[src/rtl/tclb_pkg.sv]
// ----------------------------------------------------------------------------
// tclb_pkg
// Shared types and constants for the text console line buffer.
// ----------------------------------------------------------------------------
package tclb_pkg;

   localparam int unsigned CHAR_W     = 8;
   localparam int unsigned VIEW_ROW_W = 5;
   localparam int unsigned VIEW_COL_W = 7;
   localparam int unsigned CELL_W     = 16;

   localparam logic [CELL_W-1:0] CELL_COLOR = 16'h0F00;
   localparam logic [CHAR_W-1:0] RESET_PAD  = 8'd32;

   // beat function codes and the byte that ends a line
   localparam logic              FUNC_WRITE = 1'b0;
   localparam logic              FUNC_READ  = 1'b1;
   localparam logic [CHAR_W-1:0] LINE_END   = 8'h00;

   // command queue between front and back
   localparam int unsigned QUEUE_DEPTH = 2;
   localparam int unsigned QUEUE_AW    = 1;
   localparam int unsigned QUEUE_CW    = 2;

   typedef enum logic [1:0] {
      OP_WRITE = 2'd0,
      OP_END   = 2'd1,
      OP_READ  = 2'd2
   } op_type;

   typedef struct packed {
      op_type                  op;
      logic [CHAR_W-1:0]       char_byte;
      logic [VIEW_ROW_W-1:0]   view_row;
      logic [VIEW_COL_W-1:0]   view_col;
      logic                    in_range;
   } cmd_type;

   typedef enum logic [1:0] {
      ST_CLEAR = 2'd0,
      ST_RUN   = 2'd1,
      ST_PAD   = 2'd2
   } back_state_type;

   typedef struct packed {
      logic clearing;
   } back_status_type;

endpackage

[src/rtl/tclb_queue.sv]
// ----------------------------------------------------------------------------
// tclb_queue
// Two-entry command queue between the front and the back.
// ----------------------------------------------------------------------------
module tclb_queue (
   input  logic                clock,
   input  logic                reset,
   input  logic                push,
   input  tclb_pkg::cmd_type   push_cmd,
   input  logic                pop,
   output logic                full,
   output logic                not_empty,
   output tclb_pkg::cmd_type   head_cmd
);

   tclb_pkg::cmd_type                      entry_ff [tclb_pkg::QUEUE_DEPTH];
   logic [tclb_pkg::QUEUE_AW-1:0]          wr_ptr_ff, wr_ptr_in;
   logic [tclb_pkg::QUEUE_AW-1:0]          rd_ptr_ff, rd_ptr_in;
   logic [tclb_pkg::QUEUE_CW-1:0]          count_ff, count_in;
   logic                                   do_push;
   logic                                   do_pop;

   assign full      = (count_ff == tclb_pkg::QUEUE_CW'(tclb_pkg::QUEUE_DEPTH));
   assign not_empty = (count_ff != '0);
   assign head_cmd  = entry_ff[rd_ptr_ff];
   assign do_push   = push & ~full;
   assign do_pop    = pop & not_empty;

   always_comb begin
      wr_ptr_in = do_push ? wr_ptr_ff + 1'b1 : wr_ptr_ff;
      rd_ptr_in = do_pop ? rd_ptr_ff + 1'b1 : rd_ptr_ff;
      count_in  = count_ff;
      if (do_push & ~do_pop) begin
         count_in = count_ff + 1'b1;
      end else if (do_pop & ~do_push) begin
         count_in = count_ff - 1'b1;
      end
   end

   always_ff @(posedge clock) begin
      if (reset) begin
         wr_ptr_ff <= '0;
         rd_ptr_ff <= '0;
         count_ff  <= '0;
      end else begin
         wr_ptr_ff <= wr_ptr_in;
         rd_ptr_ff <= rd_ptr_in;
         count_ff  <= count_in;
      end
   end

   always_ff @(posedge clock) begin
      if (do_push) begin
         entry_ff[wr_ptr_ff] <= push_cmd;
      end
   end

endmodule

[config.mk]
export PLATFORM = sky130hd
export DESIGN_NAME = tclb_queue
export DESIGN_NICKNAME = d
export VERILOG_FILES = /design/src/rtl/tclb_pkg.sv /design/src/rtl/tclb_queue.sv
export SDC_FILE = /design/constraint.sdc
export NUM_CORES = 1
export LEC_CHECK = 0
export ABC_CLOCK_PERIOD_IN_PS = 1800
export BUFFER_PORTS_ARGS = -buffer_cell sky130_fd_sc_hd__buf_2
export CAP_MARGIN = 20
export CORE_ASPECT_RATIO = 2
export CORE_UTILIZATION = 31
export CTS_BUF_LIST = sky130_fd_sc_hd__clkbuf_8 sky130_fd_sc_hd__clkbuf_16
export CTS_CLUSTER_DIAMETER = 200
export DETAILED_ROUTE_END_ITERATION = 12
export GPL_ROUTABILITY_DRIVEN = 0
export PLACE_DENSITY = 0.61
export SLEW_MARGIN = 0
export SYNTH_ARGS = -nofsm -noshare
export SYNTH_HDL_FRONTEND = slang
export SYNTH_SLANG_ARGS = --single-unit
[constraint.sdc]
create_clock -name clock -period 1.8 [get_ports clock]
set_input_delay 0.36 -clock clock [delete_from_list [all_inputs] [get_ports clock]]
set_output_delay 0.36 -clock clock [all_outputs]
set_load 0.01 [all_outputs]
==> run metrics <==
status=finished with violations; failing checks=design-rule violations; Pleak=0.0009163 uW; drt total wl=between 3000 and 4000 um; Yosys Warn Count=0; synthesized cell area=roughly 1900 um2; commonest non-fill, non-tap cell in the layout=buf_2; CTS sink count=a little over 50; Root Driver=clkbuf_16; Final Hold Fails=0; Initial DRC Count=34; port buffer count=51; Slew HR=between 70% and 80%; min Tclk post-route=approximately 1.7 ns; Synth cell types=14; CTS tree=yes; dpl hpwl=2380 um; Max Cap Viol=0; TNS Setup=0 ns; Peak Freq=just under 600 MHz; Syn Area/Cell=19.48 um2; endpoint class of the critical path=output port; Min-Delay Path Class=primary input to flip-flop; startpoint types=flip-flop; Die ar.=~6400 um2; number of synthesized register bits=51; WL/cell=14.55 um; ant diodes=0; clk_lat worst skew=0.28 ns; skew final=between 0.003 and 0.004 ns; first-pass GRT wire length=around 4900 um; area delta synth->final=27.36%; initial antenna violation count=0; worst vdd ir=0.8509 mV; I/O pins=52; CTS buffer count=5; most frequent cells in the layout=buf_2 (51), edfxtp_1 (46), mux2_2 (23), buf_4 (6); Die Span X=roughly 57 um; DRC errors left=5; Worst Tran Pin Value=between 0.3 and 0.4 ns; Die Y=111.9 um; Crit Path Class=flip-flop to output port; GRT Total Usage=between 10% and 20%; Synth Instances=96; final net count=approximately 190; Slew Limit Fails=0; via count=roughly 1000; Placement Setup Slack=approximately 0.23 ns; Detailed Routing Iterations Pass 1=8; power per cell area=~1400 nW/um2; crit-path max FO=13; CTS resizes=0; Bufs on Longest Clock Path=2; Worst EP required=about 1.4 ns; vias in the first global route=1100; WP data arrival=~1.3 ns; largest net degree at the start of global routing=17; WHS=0.2616 ns; Setup-failing EPs final=0; final worst path period share=between 90% and 100%; post-route worst setup slack=0.09968 ns; number of core rows=39; RSZ-0062 raised after global routing=false; Initial Utilization=between 30% and 40%; total grt overflow=0; core area=roughly 5800 um2; Synth Net Count=~120; share of cells above drive strength 1=a little under three fifths; hold buffer count at cts=0; # H-tree levels=2; Seq/Total Area, Yosys=79.20%; routed vias/inst=4.718; Routed Antenna Nets=0; Post-CTS Setup Inserts=0; CTS clk-pin slew, worst paths=about 0.060 ns
## per-stage QoR
step / cell area [um2] / cells / util, % / power (uW)
floorplan: 1871 / 96 / - / 2128
global placement: 2237 / 212 / 38.85 / 2450
detailed placement: 2237 / 212 / 38.85 / 2494
CTS: 2382 / 220 / 41.37 / 3398
global route: 2382 / 220 / 41.37 / 3510
finish: 2382 / 220 / 41.37 / 3331
## path summary, 6_finish.rpt
check,start,endpoint,slack [ns],depth (start not counted)
min,push_cmd[16],entry_ff[0][16],0.26,1
max,flip-flop,head_cmd[14],0.1,3
min reg2reg,rd_ptr_ff,rd_ptr_ff,0.52,2
max reg2reg,count_ff[0],count_ff[1],0.21,4
## registers in the layout, indices dropped and copies added (netlist names), named ones only
register	flops
wr_ptr_ff	1
count_ff	2
entry_ff	46
rd_ptr_ff	1
## cells in the mapped netlist, drive strengths merged
| cell | n | area, um2 |
|---|---|---|
| buf | 2 | 10.01 |
| o21ai | 3 | 15.01 |
| dfxtp | 5 | 100.1 |
| or3 | 2 | 12.51 |
| a21oi | 2 | 10.01 |
| nor2b | 1 | 8.760 |
| and2 | 1 | 6.260 |
| or2 | 1 | 6.260 |
| mux2 | 23 | 259.0 |
| inv | 2 | 7.510 |
| edfxtp | 46 | 1381 |
| ha | 1 | 12.51 |
| xor2 | 3 | 26.28 |
| nor2 | 4 | 15.01 |
## metal layers
metal / track usage, % / vias up / part of all wire, %
met4: 7.317 / 0 / 2.0
met1: 8.826 / 517 / 32
met3: 3.600 / 6 / 5.1
met5: 0 / - / 0
met2: 20.71 / 30 / 61
li1: - / 485 / -
## layout make-up
class                   instances  area [um2]
well taps                      61       76.32
inverters                       2       7.507
clock buffers                   5       125.1
flip-flops and latches         51        1481
repair buffers                 57       300.3
clock inverters                 3       20.02
multi-input cells              41       371.6
fillers                       551        3376
## cell families after synthesis
logic type	after synthesis	synth area share [%]
flip-flops	51	79.20
multiplexers	23	13.85
AND/OR/NAND/NOR	9	2.609
AO/OA/AOI/OAI	5	1.338
buffers and inverters	4	0.9366
XOR/XNOR	3	1.405
adder cells (fa/ha/maj)	1	0.6688
## worst max-delay path: stages, from the launching register on
cell and delay (ns):
dfxtp_1 0.33, buf_4 0.22, mux2_2 0.36, buf_2 0.14
## power by group
group,leakage (uW),internal [uW],switching (uW)
sequential,0.000471,1490,61.0
clock,0.0000658,511,376
combinational,0.000380,434,455
total,0.000916,2440,892
Power figures use the tool's default switching activity.
